--- config.mk ---
export PLATFORM = sky130hd
export DESIGN_NAME = serial_register_access_engine_flat
export DESIGN_NICKNAME = d
export VERILOG_FILES = /design/src/design/sra_pkg.sv /design/src/design/sra_channels.sv /design/src/design/sra_rx_parser.sv /design/src/design/serial_register_access_engine.sv /design/src/flat_wrapper.sv
export SDC_FILE = /design/constraint.sdc
export NUM_CORES = 1
export LEC_CHECK = 0
export BUFFER_PORTS_ARGS = -buffer_cell sky130_fd_sc_hd__clkbuf_2
export CAP_MARGIN = 25
export CORE_UTILIZATION = 48
export CTS_BUF_LIST = sky130_fd_sc_hd__clkbuf_2
export CTS_CLUSTER_DIAMETER = 100
export DETAILED_ROUTE_END_ITERATION = 16
export PLACE_DENSITY = 0.67
export SLEW_MARGIN = 10
export SYNTH_ARGS = -nofsm -noshare
export SYNTH_HDL_FRONTEND = slang
export SYNTH_HIERARCHICAL = 1
export SYNTH_SLANG_ARGS = --single-unit
--- constraint.sdc ---
create_clock -name clock -period 5.1 [get_ports clock]
set_clock_uncertainty 0.05 [all_clocks]
set_input_delay 0 -clock clock [delete_from_list [all_inputs] [get_ports clock]]
set_output_delay 0 -clock clock [all_outputs]
set_load 0.02 [all_outputs]
--- src/design/sra_pkg.sv ---
package sra_pkg;

   // request channel command codes
   localparam logic [1:0] CMD_READ  = 2'd0;
   localparam logic [1:0] CMD_WRITE = 2'd1;
   localparam logic [1:0] CMD_RX    = 2'd2;
   localparam logic [1:0] CMD_NOP   = 2'd3;

   // register kinds
   localparam logic [1:0] KIND_RELAY  = 2'd0;
   localparam logic [1:0] KIND_INPUT  = 2'd1;
   localparam logic [1:0] KIND_PARAM  = 2'd2;
   localparam logic [1:0] KIND_BRIGHT = 2'd3;

   // frame bytes
   localparam logic [7:0] SYNC_BYTE = 8'hFF;
   localparam logic [7:0] OP_READ   = 8'h05;
   localparam logic [7:0] OP_WRITE  = 8'h06;
   localparam logic [7:0] OP_BRIGHT = 8'h0A;
   localparam logic [7:0] RELAY_ON  = 8'd255;

   // result kinds
   localparam logic RSP_TX     = 1'b0;
   localparam logic RSP_REPORT = 1'b1;

   // completion status
   localparam logic [2:0] ST_OK       = 3'd0;
   localparam logic [2:0] ST_CHECKSUM = 3'd1;
   localparam logic [2:0] ST_COMMAND  = 3'd2;
   localparam logic [2:0] ST_MODULE   = 3'd3;
   localparam logic [2:0] ST_INDEX    = 3'd4;
   localparam logic [2:0] ST_VALUE    = 3'd5;

   // what the parser must see echoed back
   typedef struct packed {
      logic [7:0] command;
      logic [7:0] index;
      logic [1:0] reg_kind;
      logic [7:0] value;
      logic       is_write;
   } expect_type;

   typedef struct packed {
      logic       valid;
      logic [2:0] status;
      logic [7:0] read_value;
   } report_type;

endpackage

--- src/design/sra_channels.sv ---
interface sra_req_if;
   logic        valid;
   logic        ready;
   logic [1:0]  cmd;
   logic [1:0]  reg_kind;
   logic [7:0]  slave_id;
   logic [15:0] reg_address;
   logic [7:0]  write_value;
   logic [7:0]  rx_byte;

   modport source (output valid, cmd, reg_kind, slave_id, reg_address, write_value, rx_byte,
                   input ready);
   modport sink (input valid, cmd, reg_kind, slave_id, reg_address, write_value, rx_byte,
                 output ready);
endinterface

interface sra_rsp_if;
   logic       valid;
   logic       ready;
   logic       kind;
   logic [7:0] tx_byte;
   logic       tx_last;
   logic [2:0] status;
   logic [7:0] read_value;

   modport source (output valid, kind, tx_byte, tx_last, status, read_value, input ready);
   modport sink (input valid, kind, tx_byte, tx_last, status, read_value, output ready);
endinterface

--- src/design/sra_rx_parser.sv ---
module sra_rx_parser (
   input  logic                clock,
   input  logic                reset,
   input  logic                start,
   input  sra_pkg::expect_type start_info,
   input  logic                rx_valid,
   input  logic [7:0]          rx_byte,
   output sra_pkg::report_type report
);

   localparam logic [2:0] PH_IDLE    = 3'd0;
   localparam logic [2:0] PH_SYNC1   = 3'd1;
   localparam logic [2:0] PH_SYNC2   = 3'd2;
   localparam logic [2:0] PH_PAYLOAD = 3'd3;
   localparam logic [2:0] PH_CSUM    = 3'd4;
   localparam logic [2:0] PAY_LAST   = 3'd4;

   logic [2:0]          phase_ff, phase_in;
   logic [2:0]          count_ff, count_in;
   logic [7:0]          sum_ff, sum_in;
   sra_pkg::expect_type exp_ff, exp_in;
   logic [7:0]          payload_ff [5];
   logic [2:0]          status;

   // first failing check wins
   always_comb begin
      if (rx_byte != sum_ff) begin
         status = sra_pkg::ST_CHECKSUM;
      end else if (payload_ff[0] != exp_ff.command) begin
         status = sra_pkg::ST_COMMAND;
      end else if (payload_ff[1] != 8'd0) begin
         status = sra_pkg::ST_MODULE;
      end else if (payload_ff[3] != exp_ff.index) begin
         status = sra_pkg::ST_INDEX;
      end else if (exp_ff.is_write && payload_ff[2] != exp_ff.value) begin
         status = sra_pkg::ST_VALUE;
      end else begin
         status = sra_pkg::ST_OK;
      end
   end

   always_comb begin
      report.valid      = rx_valid && phase_ff == PH_CSUM;
      report.status     = status;
      report.read_value = 8'd0;
      if (status == sra_pkg::ST_OK && !exp_ff.is_write) begin
         if (exp_ff.reg_kind == sra_pkg::KIND_RELAY) begin
            report.read_value = {7'd0, payload_ff[2] != 8'd0};
         end else begin
            report.read_value = payload_ff[2];
         end
      end
   end

   always_comb begin
      phase_in = phase_ff;
      count_in = count_ff;
      sum_in   = sum_ff;
      exp_in   = exp_ff;
      if (start) begin
         exp_in   = start_info;
         sum_in   = 8'd0;
         count_in = 3'd0;
         phase_in = PH_SYNC1;
      end else if (rx_valid) begin
         case (phase_ff)
            PH_SYNC1: begin
               if (rx_byte == sra_pkg::SYNC_BYTE) phase_in = PH_SYNC2;
            end
            PH_SYNC2: begin
               phase_in = (rx_byte == sra_pkg::SYNC_BYTE) ? PH_PAYLOAD : PH_SYNC1;
               sum_in   = 8'd0;
               count_in = 3'd0;
            end
            PH_PAYLOAD: begin
               sum_in   = sum_ff + rx_byte;
               count_in = count_ff + 3'd1;
               if (count_ff == PAY_LAST) phase_in = PH_CSUM;
            end
            PH_CSUM: begin
               phase_in = PH_IDLE;
               sum_in   = 8'd0;
               count_in = 3'd0;
            end
            default: begin
               phase_in = phase_ff;
            end
         endcase
      end
   end

   always_ff @(posedge clock) begin
      if (reset) begin
         phase_ff <= PH_IDLE;
         count_ff <= 3'd0;
         sum_ff   <= 8'd0;
         exp_ff   <= '0;
      end else begin
         phase_ff <= phase_in;
         count_ff <= count_in;
         sum_ff   <= sum_in;
         exp_ff   <= exp_in;
      end
   end

   // payload bytes hold no reset; each is written before the checksum phase reads it
   always_ff @(posedge clock) begin
      if (!start && rx_valid && phase_ff == PH_PAYLOAD) begin
         payload_ff[count_ff] <= rx_byte;
      end
   end

endmodule

--- src/design/serial_register_access_engine.sv ---
// Channel | Dir | Transfer
// req_ch  | in  | start read / start write / received line byte
// rsp_ch  | out | frame byte to send, or completion report
//
// A received byte updates the parser state at the transfer, and a report, if any,
// lands in the output register at the same edge.
// A start loads byte 0 at the transfer; the frame sequencer then feeds one byte per
// cycle while the slot is free; req_ch holds off until the eighth byte is loaded.
// Stalls on rsp_ch hold the output register and back up into req_ch.
// Reset is synchronous: parser idle, output register empty, no frame in flight.
module serial_register_access_engine (
   input logic      clock,
   input logic      reset,
   sra_req_if.sink  req_ch,
   sra_rsp_if.source rsp_ch
);

   // handshake
   logic slot_free;
   logic req_fire;
   logic is_start;
   logic is_rx;

   // request frame fields
   sra_pkg::expect_type start_info;
   logic [7:0]          req_sum;

   // frame sequencer
   logic       frame_active_ff, frame_active_in;
   logic [2:0] tx_count_ff, tx_count_in;
   logic [7:0] fr_op_ff, fr_slave_ff, fr_val_ff, fr_idx_ff, fr_sum_ff;
   logic [7:0] frame_byte;

   // output register
   logic       rsp_valid_ff, rsp_valid_in;
   logic       rsp_kind_ff, rsp_kind_in;
   logic [7:0] rsp_tx_byte_ff, rsp_tx_byte_in;
   logic       rsp_tx_last_ff, rsp_tx_last_in;
   logic [2:0] rsp_status_ff, rsp_status_in;
   logic [7:0] rsp_read_value_ff, rsp_read_value_in;

   sra_pkg::report_type report;

   // Output slot can take a new result when empty or being drained this cycle.
   assign slot_free    = !rsp_valid_ff || rsp_ch.ready;
   assign req_ch.ready = !reset && !frame_active_ff && slot_free;
   assign req_fire     = req_ch.valid && req_ch.ready;
   assign is_start     = req_fire &&
                         (req_ch.cmd == sra_pkg::CMD_READ || req_ch.cmd == sra_pkg::CMD_WRITE);
   assign is_rx        = req_fire && req_ch.cmd == sra_pkg::CMD_RX;

   // Build the request: brightness writes index by the address high byte,
   // relay writes collapse any nonzero value to full on.
   always_comb begin
      start_info.reg_kind = req_ch.reg_kind;
      start_info.is_write = req_ch.cmd == sra_pkg::CMD_WRITE;
      if (start_info.is_write) begin
         if (req_ch.reg_kind == sra_pkg::KIND_BRIGHT) begin
            start_info.command = sra_pkg::OP_BRIGHT;
            start_info.index   = req_ch.reg_address[15:8];
         end else begin
            start_info.command = sra_pkg::OP_WRITE;
            start_info.index   = req_ch.reg_address[7:0];
         end
         if (req_ch.reg_kind == sra_pkg::KIND_RELAY && req_ch.write_value != 8'd0) begin
            start_info.value = sra_pkg::RELAY_ON;
         end else begin
            start_info.value = req_ch.write_value;
         end
      end else begin
         start_info.command = sra_pkg::OP_READ;
         start_info.index   = req_ch.reg_address[7:0];
         start_info.value   = 8'd0;
      end
   end

   // checksum over command, slave, value, index (the trailing zero adds nothing)
   assign req_sum = start_info.command + req_ch.slave_id + start_info.value + start_info.index;

   sra_rx_parser u_parser (
      .clock      (clock),
      .reset      (reset),
      .start      (is_start),
      .start_info (start_info),
      .rx_valid   (is_rx),
      .rx_byte    (req_ch.rx_byte),
      .report     (report)
   );

   // byte 0 goes out at the start transfer; the sequencer walks bytes 1..7
   always_comb begin
      case (tx_count_ff)
         3'd1:    frame_byte = sra_pkg::SYNC_BYTE;
         3'd2:    frame_byte = fr_op_ff;
         3'd3:    frame_byte = fr_slave_ff;
         3'd4:    frame_byte = fr_val_ff;
         3'd5:    frame_byte = fr_idx_ff;
         3'd6:    frame_byte = 8'd0;
         3'd7:    frame_byte = fr_sum_ff;
         default: frame_byte = sra_pkg::SYNC_BYTE;
      endcase
   end

   always_comb begin
      frame_active_in   = frame_active_ff;
      tx_count_in       = tx_count_ff;
      rsp_valid_in      = rsp_valid_ff;
      rsp_kind_in       = rsp_kind_ff;
      rsp_tx_byte_in    = rsp_tx_byte_ff;
      rsp_tx_last_in    = rsp_tx_last_ff;
      rsp_status_in     = rsp_status_ff;
      rsp_read_value_in = rsp_read_value_ff;
      if (is_start) begin
         frame_active_in   = 1'b1;
         tx_count_in       = 3'd1;
         rsp_valid_in      = 1'b1;
         rsp_kind_in       = sra_pkg::RSP_TX;
         rsp_tx_byte_in    = sra_pkg::SYNC_BYTE;
         rsp_tx_last_in    = 1'b0;
         rsp_status_in     = sra_pkg::ST_OK;
         rsp_read_value_in = 8'd0;
      end else if (report.valid) begin
         rsp_valid_in      = 1'b1;
         rsp_kind_in       = sra_pkg::RSP_REPORT;
         rsp_tx_byte_in    = 8'd0;
         rsp_tx_last_in    = 1'b0;
         rsp_status_in     = report.status;
         rsp_read_value_in = report.read_value;
      end else if (frame_active_ff && slot_free) begin
         rsp_valid_in      = 1'b1;
         rsp_kind_in       = sra_pkg::RSP_TX;
         rsp_tx_byte_in    = frame_byte;
         rsp_tx_last_in    = tx_count_ff == 3'd7;
         rsp_status_in     = sra_pkg::ST_OK;
         rsp_read_value_in = 8'd0;
         tx_count_in       = tx_count_ff + 3'd1;
         if (tx_count_ff == 3'd7) frame_active_in = 1'b0;
      end else if (rsp_ch.ready) begin
         rsp_valid_in = 1'b0;
      end
   end

   always_ff @(posedge clock) begin
      if (reset) begin
         frame_active_ff <= 1'b0;
         tx_count_ff     <= 3'd0;
         rsp_valid_ff    <= 1'b0;
      end else begin
         frame_active_ff <= frame_active_in;
         tx_count_ff     <= tx_count_in;
         rsp_valid_ff    <= rsp_valid_in;
      end
   end

   // payload registers, no reset
   always_ff @(posedge clock) begin
      rsp_kind_ff       <= rsp_kind_in;
      rsp_tx_byte_ff    <= rsp_tx_byte_in;
      rsp_tx_last_ff    <= rsp_tx_last_in;
      rsp_status_ff     <= rsp_status_in;
      rsp_read_value_ff <= rsp_read_value_in;
      if (is_start) begin
         fr_op_ff    <= start_info.command;
         fr_slave_ff <= req_ch.slave_id;
         fr_val_ff   <= start_info.value;
         fr_idx_ff   <= start_info.index;
         fr_sum_ff   <= req_sum;
      end
   end

   assign rsp_ch.valid      = rsp_valid_ff;
   assign rsp_ch.kind       = rsp_kind_ff;
   assign rsp_ch.tx_byte    = rsp_tx_byte_ff;
   assign rsp_ch.tx_last    = rsp_tx_last_ff;
   assign rsp_ch.status     = rsp_status_ff;
   assign rsp_ch.read_value = rsp_read_value_ff;

   // a frame in flight always has a byte waiting in the output register
   a_frame_has_byte: assert property (@(posedge clock) disable iff (reset)
      frame_active_ff |-> rsp_valid_ff)
      else $error("frame in flight with empty output register");

   // the last frame byte is only shown once the sequencer has finished
   a_last_ends_frame: assert property (@(posedge clock) disable iff (reset)
      (rsp_valid_ff && rsp_tx_last_ff) |-> !frame_active_ff)
      else $error("last frame byte while sequencer still running");

   // a start transfer puts a sync byte in the output register at the next edge
   a_start_sync: assert property (@(posedge clock) disable iff (reset)
      is_start |=> (rsp_valid_ff && rsp_kind_ff == sra_pkg::RSP_TX &&
                    rsp_tx_byte_ff == sra_pkg::SYNC_BYTE && frame_active_ff))
      else $error("start transfer did not open a frame");

   // reports never carry frame fields
   a_report_clean: assert property (@(posedge clock) disable iff (reset)
      (rsp_valid_ff && rsp_kind_ff == sra_pkg::RSP_REPORT) |->
         (rsp_tx_byte_ff == 8'd0 && !rsp_tx_last_ff && !frame_active_ff))
      else $error("report overlaps a frame");

endmodule

--- src/flat_wrapper.sv ---
// flat-port wrapper written by rule: the top's interface ports become plain ports
module serial_register_access_engine_flat 
  (clock, reset, req_ch_valid, req_ch_cmd, req_ch_reg_kind, req_ch_slave_id, req_ch_reg_address, req_ch_write_value, req_ch_rx_byte, req_ch_ready, rsp_ch_valid, rsp_ch_kind, rsp_ch_tx_byte, rsp_ch_tx_last, rsp_ch_status, rsp_ch_read_value, rsp_ch_ready);
  sra_req_if req_ch_i ();
  sra_rsp_if rsp_ch_i ();
  input logic clock;
  input logic reset;
  input wire logic [$bits(req_ch_i.valid)-1:0] req_ch_valid;
  input wire logic [$bits(req_ch_i.cmd)-1:0] req_ch_cmd;
  input wire logic [$bits(req_ch_i.reg_kind)-1:0] req_ch_reg_kind;
  input wire logic [$bits(req_ch_i.slave_id)-1:0] req_ch_slave_id;
  input wire logic [$bits(req_ch_i.reg_address)-1:0] req_ch_reg_address;
  input wire logic [$bits(req_ch_i.write_value)-1:0] req_ch_write_value;
  input wire logic [$bits(req_ch_i.rx_byte)-1:0] req_ch_rx_byte;
  output wire logic [$bits(req_ch_i.ready)-1:0] req_ch_ready;
  output wire logic [$bits(rsp_ch_i.valid)-1:0] rsp_ch_valid;
  output wire logic [$bits(rsp_ch_i.kind)-1:0] rsp_ch_kind;
  output wire logic [$bits(rsp_ch_i.tx_byte)-1:0] rsp_ch_tx_byte;
  output wire logic [$bits(rsp_ch_i.tx_last)-1:0] rsp_ch_tx_last;
  output wire logic [$bits(rsp_ch_i.status)-1:0] rsp_ch_status;
  output wire logic [$bits(rsp_ch_i.read_value)-1:0] rsp_ch_read_value;
  input wire logic [$bits(rsp_ch_i.ready)-1:0] rsp_ch_ready;
  assign req_ch_i.valid = req_ch_valid;
  assign req_ch_i.cmd = req_ch_cmd;
  assign req_ch_i.reg_kind = req_ch_reg_kind;
  assign req_ch_i.slave_id = req_ch_slave_id;
  assign req_ch_i.reg_address = req_ch_reg_address;
  assign req_ch_i.write_value = req_ch_write_value;
  assign req_ch_i.rx_byte = req_ch_rx_byte;
  assign req_ch_ready = req_ch_i.ready;
  assign rsp_ch_valid = rsp_ch_i.valid;
  assign rsp_ch_kind = rsp_ch_i.kind;
  assign rsp_ch_tx_byte = rsp_ch_i.tx_byte;
  assign rsp_ch_tx_last = rsp_ch_i.tx_last;
  assign rsp_ch_status = rsp_ch_i.status;
  assign rsp_ch_read_value = rsp_ch_i.read_value;
  assign rsp_ch_i.ready = rsp_ch_ready;
  serial_register_access_engine u_core (.clock(clock), .reset(reset), .req_ch(req_ch_i), .rsp_ch(rsp_ch_i));
endmodule
; ---- Word-level counts from Yosys, hierarchy flattened
; Memory sizes are Yosys's and may differ from the RTL's.
; Cells that the tools add are included.
[classes]
muxes = 41
bitwise_logic = 1
n_eq_ne = 24
n_reduce_logical = 43
n_addsub = 6
[ops]
columns = operator, count
row1 = $mux 8, 8
row2 = $pmux 8 s6, 1
row3 = $ne 8x8->1, 4
row4 = $mux 3, 9
row5 = $add 8x8->8, 3
row6 = $mux 12, 2
row7 = $reduce_bool 8->1, 3
row8 = $eq 3x3->1 const B, 6
row9 = $mux 1, 17
row10 = $pmux 8 s2, 1
row11 = $eq 3x2->1 const B, 4
row12 = $logic_and 1x1->1, 12
row13 = $pmux 3 s4, 1
row14 = $reduce_bool 2->1, 5
row15 = $add 4x8->8, 1
row16 = $eq 8x8->1 const B, 1
row17 = $reduce_and 4->1, 2
row18 = $reduce_bool 4->1, 2
row19 = $add 3x1->3 const B, 2
row20 = $logic_not 2->1, 3
row21 = $ne 2x2->1 const B, 3
row22 = $ne 3x3->1 const B, 2
row23 = $pmux 3 s2, 1
row24 = $reduce_and 2->1, 3
row25 = 11 further kinds, 19
[totals]
n_memories = 1
out_inout_bits = 23
mem_bits_rw = 40
register_bits = 107
inputBits = 48
[memory_table]
columns = name, words, width, rd, rd_ports_with_merged_regs, wr, line_no
row1 = u_core.u_parser.payload_ff, 5, 8, 4, 0, 1, sra_rx_parser.sv:22  ; logic [7:0] payload_ff [5];

; ---- Longest topological paths before layout
; An unclocked memory read counts as a cell.
[depth]
depth_word = 12
depth_mapped = 13

; ---- Modules after synthesis
; Netlist, hierarchy kept.
[modules_own_cells]
columns = module, instances, cells_per_inst, area_each_um2
row1 = sra_rx_parser, 1, 304, 3343.2
row2 = serial_register_access_engine, 1, 265, 3164.3

; ---- Worst setup path after synthesis
; OpenSTA, ideal clock, no wires.
[synth_timing]
kind = input to register
from = input req_ch_write_value[4]
to = register u_core.fr_sum_ff[7] (data pin)
path_slack_ns = 1.816
t_arrival_ns = 2.964
path_stages = 11
path_cell_list = nor4_1 a21boi_1 o21ai_0 fa_1 inv_1 fa_1 ha_1 nor2b_1 o31a_2 o22ai_1 xor3_1
[synth_via]
elab_chain_len = 6
[synth_rtl]
columns = item, line_no
row1 = from (decl), flat_wrapper.sv:13  ; input wire logic [$bits(req_ch_i.write_value)-1:0] req_ch_write_value;
row2 = $reduce_bool 8->1, serial_register_access_engine.sv:65  ; if (req_ch.reg_kind == sra_pkg::KIND_RELAY && req_ch.write_value != 8'd0) begin
row3 = $logic_and 1x1->1, serial_register_access_engine.sv:65
row4 = $mux 8 (*), serial_register_access_engine.sv:65
row5 = $mux 8 (*), serial_register_access_engine.sv:57  ; if (start_info.is_write) begin
row6 = $add 8x8->8 (*) (2 in a row), serial_register_access_engine.sv:78  ; assign req_sum = start_info.command + req_ch.slave_id + start_info.value + start_info.index;
row7 = named net u_core.req_sum[7], serial_register_access_engine.sv:26  ; logic [7:0] req_sum;
row8 = to (signal assigned), serial_register_access_engine.sv:167  ; fr_sum_ff <= req_sum;
row9 = to (decl), serial_register_access_engine.sv:31  ; logic [7:0] fr_op_ff, fr_slave_ff, fr_val_ff, fr_idx_ff, fr_sum_ff;
; The timed path passes the listed nets; every way through them passes the cells marked *.
; A chain may end at the register's enable or synchronous reset.

==> results_dict.tcl <==
set metrics [dict create \
    status "finished, final reports clean" \
    rr_endpoint "u_core/tx_count_ff[0]" \
    rsz0062_at_grt "no" \
    insertion_delay_ns 0.72 \
    total_power_mw 2.28 \
    synth_cell_types 71 \
    cp-start-kind "primary input" \
    nets 785 \
    crit_slowest_cell "dlygate4sd3_1" \
    worst-endpoint-arrival_ns 4.54 \
    grt_max_degree 48 \
    endpoint_kind "flop" \
    path_clk_slew_ns 0.22 \
    io_buffers 70 \
    crit_end "u_core/fr_sum_ff[7]" \
    hold_viol 0 \
    hold_buffers 63 \
    relSlewSlack_pct 37.0 \
    drive_above_1_share_pct 17.1 \
    finalSetupViolations 0 \
    cp_top_family "buffers and inverters" \
    fmax_ghz 0.244 \
    whs_ns 0.0672 \
    core.rowCount 42 \
    r2r_start "u_core/rsp_ch.valid" \
    avgRoutedWirePerCell_um 17.1 \
    hp-class "primary input to flop" \
    dr.pass1.iters 5 \
    slew_viol_final 0 \
    fin_crit_ns 4.09 \
    wl_um 15200 \
    io_pins 71 \
    grt_use_total_pct 22.9 \
    drt_first_iter_violations 289 \
    ff2ff_setup_slack_ns 2.11 \
    grt_pass1_vias 4838 \
    core-area_um2 13200 \
    drv_cap 0 \
    die_y_um 118 \
    worstRegToRegCells 8 \
    fin_crit_sh_pct 80.2 \
    power.leakage_nw 3.16 \
    cts_resized 0 \
    syn2layout_area_growth_pct 21.2 \
    htree_levels 4 \
    synth_area_um2 6510 \
    overflow 0 \
    tightest_slew_ns 0.939 \
    power_per_cell_area_nw_per_um2 289 \
    num_antenna_cells 0 \
    drc_errors 0 \
    routed_via_density 5.44 \
    synth_edf_count 68 \
    pre_cts_ws_ns 1.28 \
    worst_slack_ns 1.01 \
    yosysSeqAreaShare_pct 52.0 \
    cp_cell_sequence "dlygate4sd3_1 > clkbuf_2 > and2b_2 > dlygate4sd3_1 > inv_1 > nor2_1 > fa_1 > fa_1 > ha_1 > inv_1 > fa_1 > nor2b_1 > o31a_2 > o22ai_1 > xor3_1" \
    cts_tree "yes" \
    ant_nets 0 \
    crit_buf_inv 5 \
    nFillCells 1115 \
    grt_pass1_wl_um 24400 \
    postCtsSetupRepairBufs 0 \
    worstSetupPathType "primary input to flop" \
    ir_drop_v 0.000142 \
    synth_warnings 6 \
    worstHoldStart "req_ch_rx_byte[5]" \
    clock-sinks 135 \
    cts-buffers-inserted 17 \
    crit_path_start "req_ch_cmd[1]" \
    required_ns 5.55 \
    critPathMaxFanout 6 \
    final.setup.tns_ns 0 \
    syn_inst 569 \
    synth-seq-cells 135 \
    synth_top_flop_cell "edfxtp_1" \
    worst-path-stages 15 \
    slowest_delay_ns 0.74 \
    dp_hpwl_um 10300 \
    avgSynthCellArea_um2 11.4 \
    async_reset_ff_share_pct 0 \
    gp_congestion 0.877 \
    clockBufferDepth 2 \
    vias 4836 \
    crit_top_cell "fa_1" \
    clockRootBuffer "clkbuf_2" \
    antenna_found_initial 0 \
    start_util_pct 49.1 \
    die_w_um 118 \
    die_area_um2 14000 \
]
sequential cells by signal, indices dropped and copies added, names as in the netlist, 4 cells and up:
| register | flops |
|---|---|
| u_core/fr_op_ff | 4 |
| u_core/fr_idx_ff | 8 |
| u_core/fr_slave_ff | 8 |
| u_core/u_parser/sum_ff | 8 |
| u_core/u_parser/payload_ff | 32 |
| u_core/u_parser/exp_ff | 27 |
| u_core/rsp_ch.tx_byte | 8 |
| u_core/rsp_ch.read_value | 8 |
| u_core/fr_sum_ff | 8 |
| u_core/fr_val_ff | 8 |
cell usage after synthesis, types with 6 or more instances:
cell type | number | area share, %
o21ai_0 | 12 | 0.92
a22o_1 | 8 | 1.1
nand2_1 | 13 | 0.75
a221o_1 | 8 | 1.2
xor2_1 | 10 | 1.3
clkbuf_1 | 18 | 1.0
a22oi_1 | 25 | 2.9
fa_1 | 12 | 3.7
a21oi_1 | 16 | 1.2
dfxtp_1 | 67 | 21
a21o_1 | 6 | 0.69
nor3_1 | 11 | 0.85
mux2i_1 | 32 | 4.9
nand4_1 | 6 | 0.58
xnor2_1 | 26 | 3.5
and2_1 | 10 | 0.96
inv_1 | 37 | 2.1
nand3_1 | 9 | 0.69
ha_1 | 25 | 4.8
nor4_1 | 7 | 0.67
edfxtp_1 | 68 | 31
nor2_1 | 68 | 3.9
how the worst min path moves through the flow:
| stage | to | slack, ns | cells after the start |
|---|---|---|---|
| after CTS | u_core/u_parser/payload_ff[1][5] | 0.002 | 2 |
| after detailed placement | u_core/fr_slave_ff[7] | 0.16 | 1 |
| after floorplan | req_ch_ready | 0.007 | 1 |
| final | u_core/u_parser/payload_ff[1][5] | 0.07 | 2 |
| after global routing | u_core/u_parser/payload_ff[1][5] | 0.02 | 2 |
| after global placement | u_core/fr_slave_ff[2] | 0.15 | 1 |
cells by family (layout without fill, tap and decap cells):
group                    count (synthesis)  count (layout)  synth area share, %
AND/OR/NAND/NOR                        154             154                 12.7
flip-flops                             135             135                 52.0
AO/OA/AOI/OAI                          104             104                 11.7
buffers and inverters                   64             205                 3.90
XOR/XNOR                                38              38                 5.46
adder cells (fa/ha/maj)                 37              37                 8.50
multiplexers                            36              36                 5.67
other                                    1               4               0.0576
cell usage in the layout, fill, tap and decap left out, types with 7 or more instances in the layout:
cell / n
inv_1: 37
xnor2_1: 26
a22oi_1: 25
xor2_1: 10
nand2_1: 13
a221o_1: 8
and2_1: 10
edfxtp_1: 68
dfxtp_1: 67
nor4_1: 7
a22o_1: 8
nor2_1: 68
dlygate4sd3_1: 63
nand3_1: 9
clkbuf_2: 87
nor3_1: 11
ha_1: 25
fa_1: 12
mux2i_1: 32
o21ai_0: 12
a21oi_1: 16
per-stage QoR:
stage	utilization [%]	std cells	instance area (um2)
floorplan	-	572	6520
global placement	52.8	794	6990
detailed placement	52.8	794	6990
CTS	59.6	889	7890
global route	59.6	889	7890
finish	59.6	889	7890
area by class of cell:
class                      count  area [um2]  share of cell area [%]
multi-input combinational    373        2880                    36.5
inverter                      38         144                    1.82
clock inverter                15         178                    2.25
sequential                   135        3380                    42.9
clock buffer                  17        85.1                    1.08
timing repair buffer         135         996                    12.6
tap                          176         220                    2.79
report_power, final:
part	switching, mW	internal, mW
Sequential	0.0211	1.19
Combinational	0.199	0.176
Clock	0.418	0.275
worst reg2reg max path: cells and delay by family, from the launching register on:
kind            cells  cell delay [ns]
simple gates        5             1.60
buf+inv             1             0.59
flops               1             0.39
xor+xnor            1             0.19
compound gates      1             0.08
routing by layer:
metal	vias up	wire [um]	track usage, %
met5	-	0	0
met4	0	241	7.99
met3	19	655	4.30
met2	159	7800	40.7
met1	2326	6470	27.7
li1	2332	-	-
No activity file was read; power rests on OpenSTA's default activity.
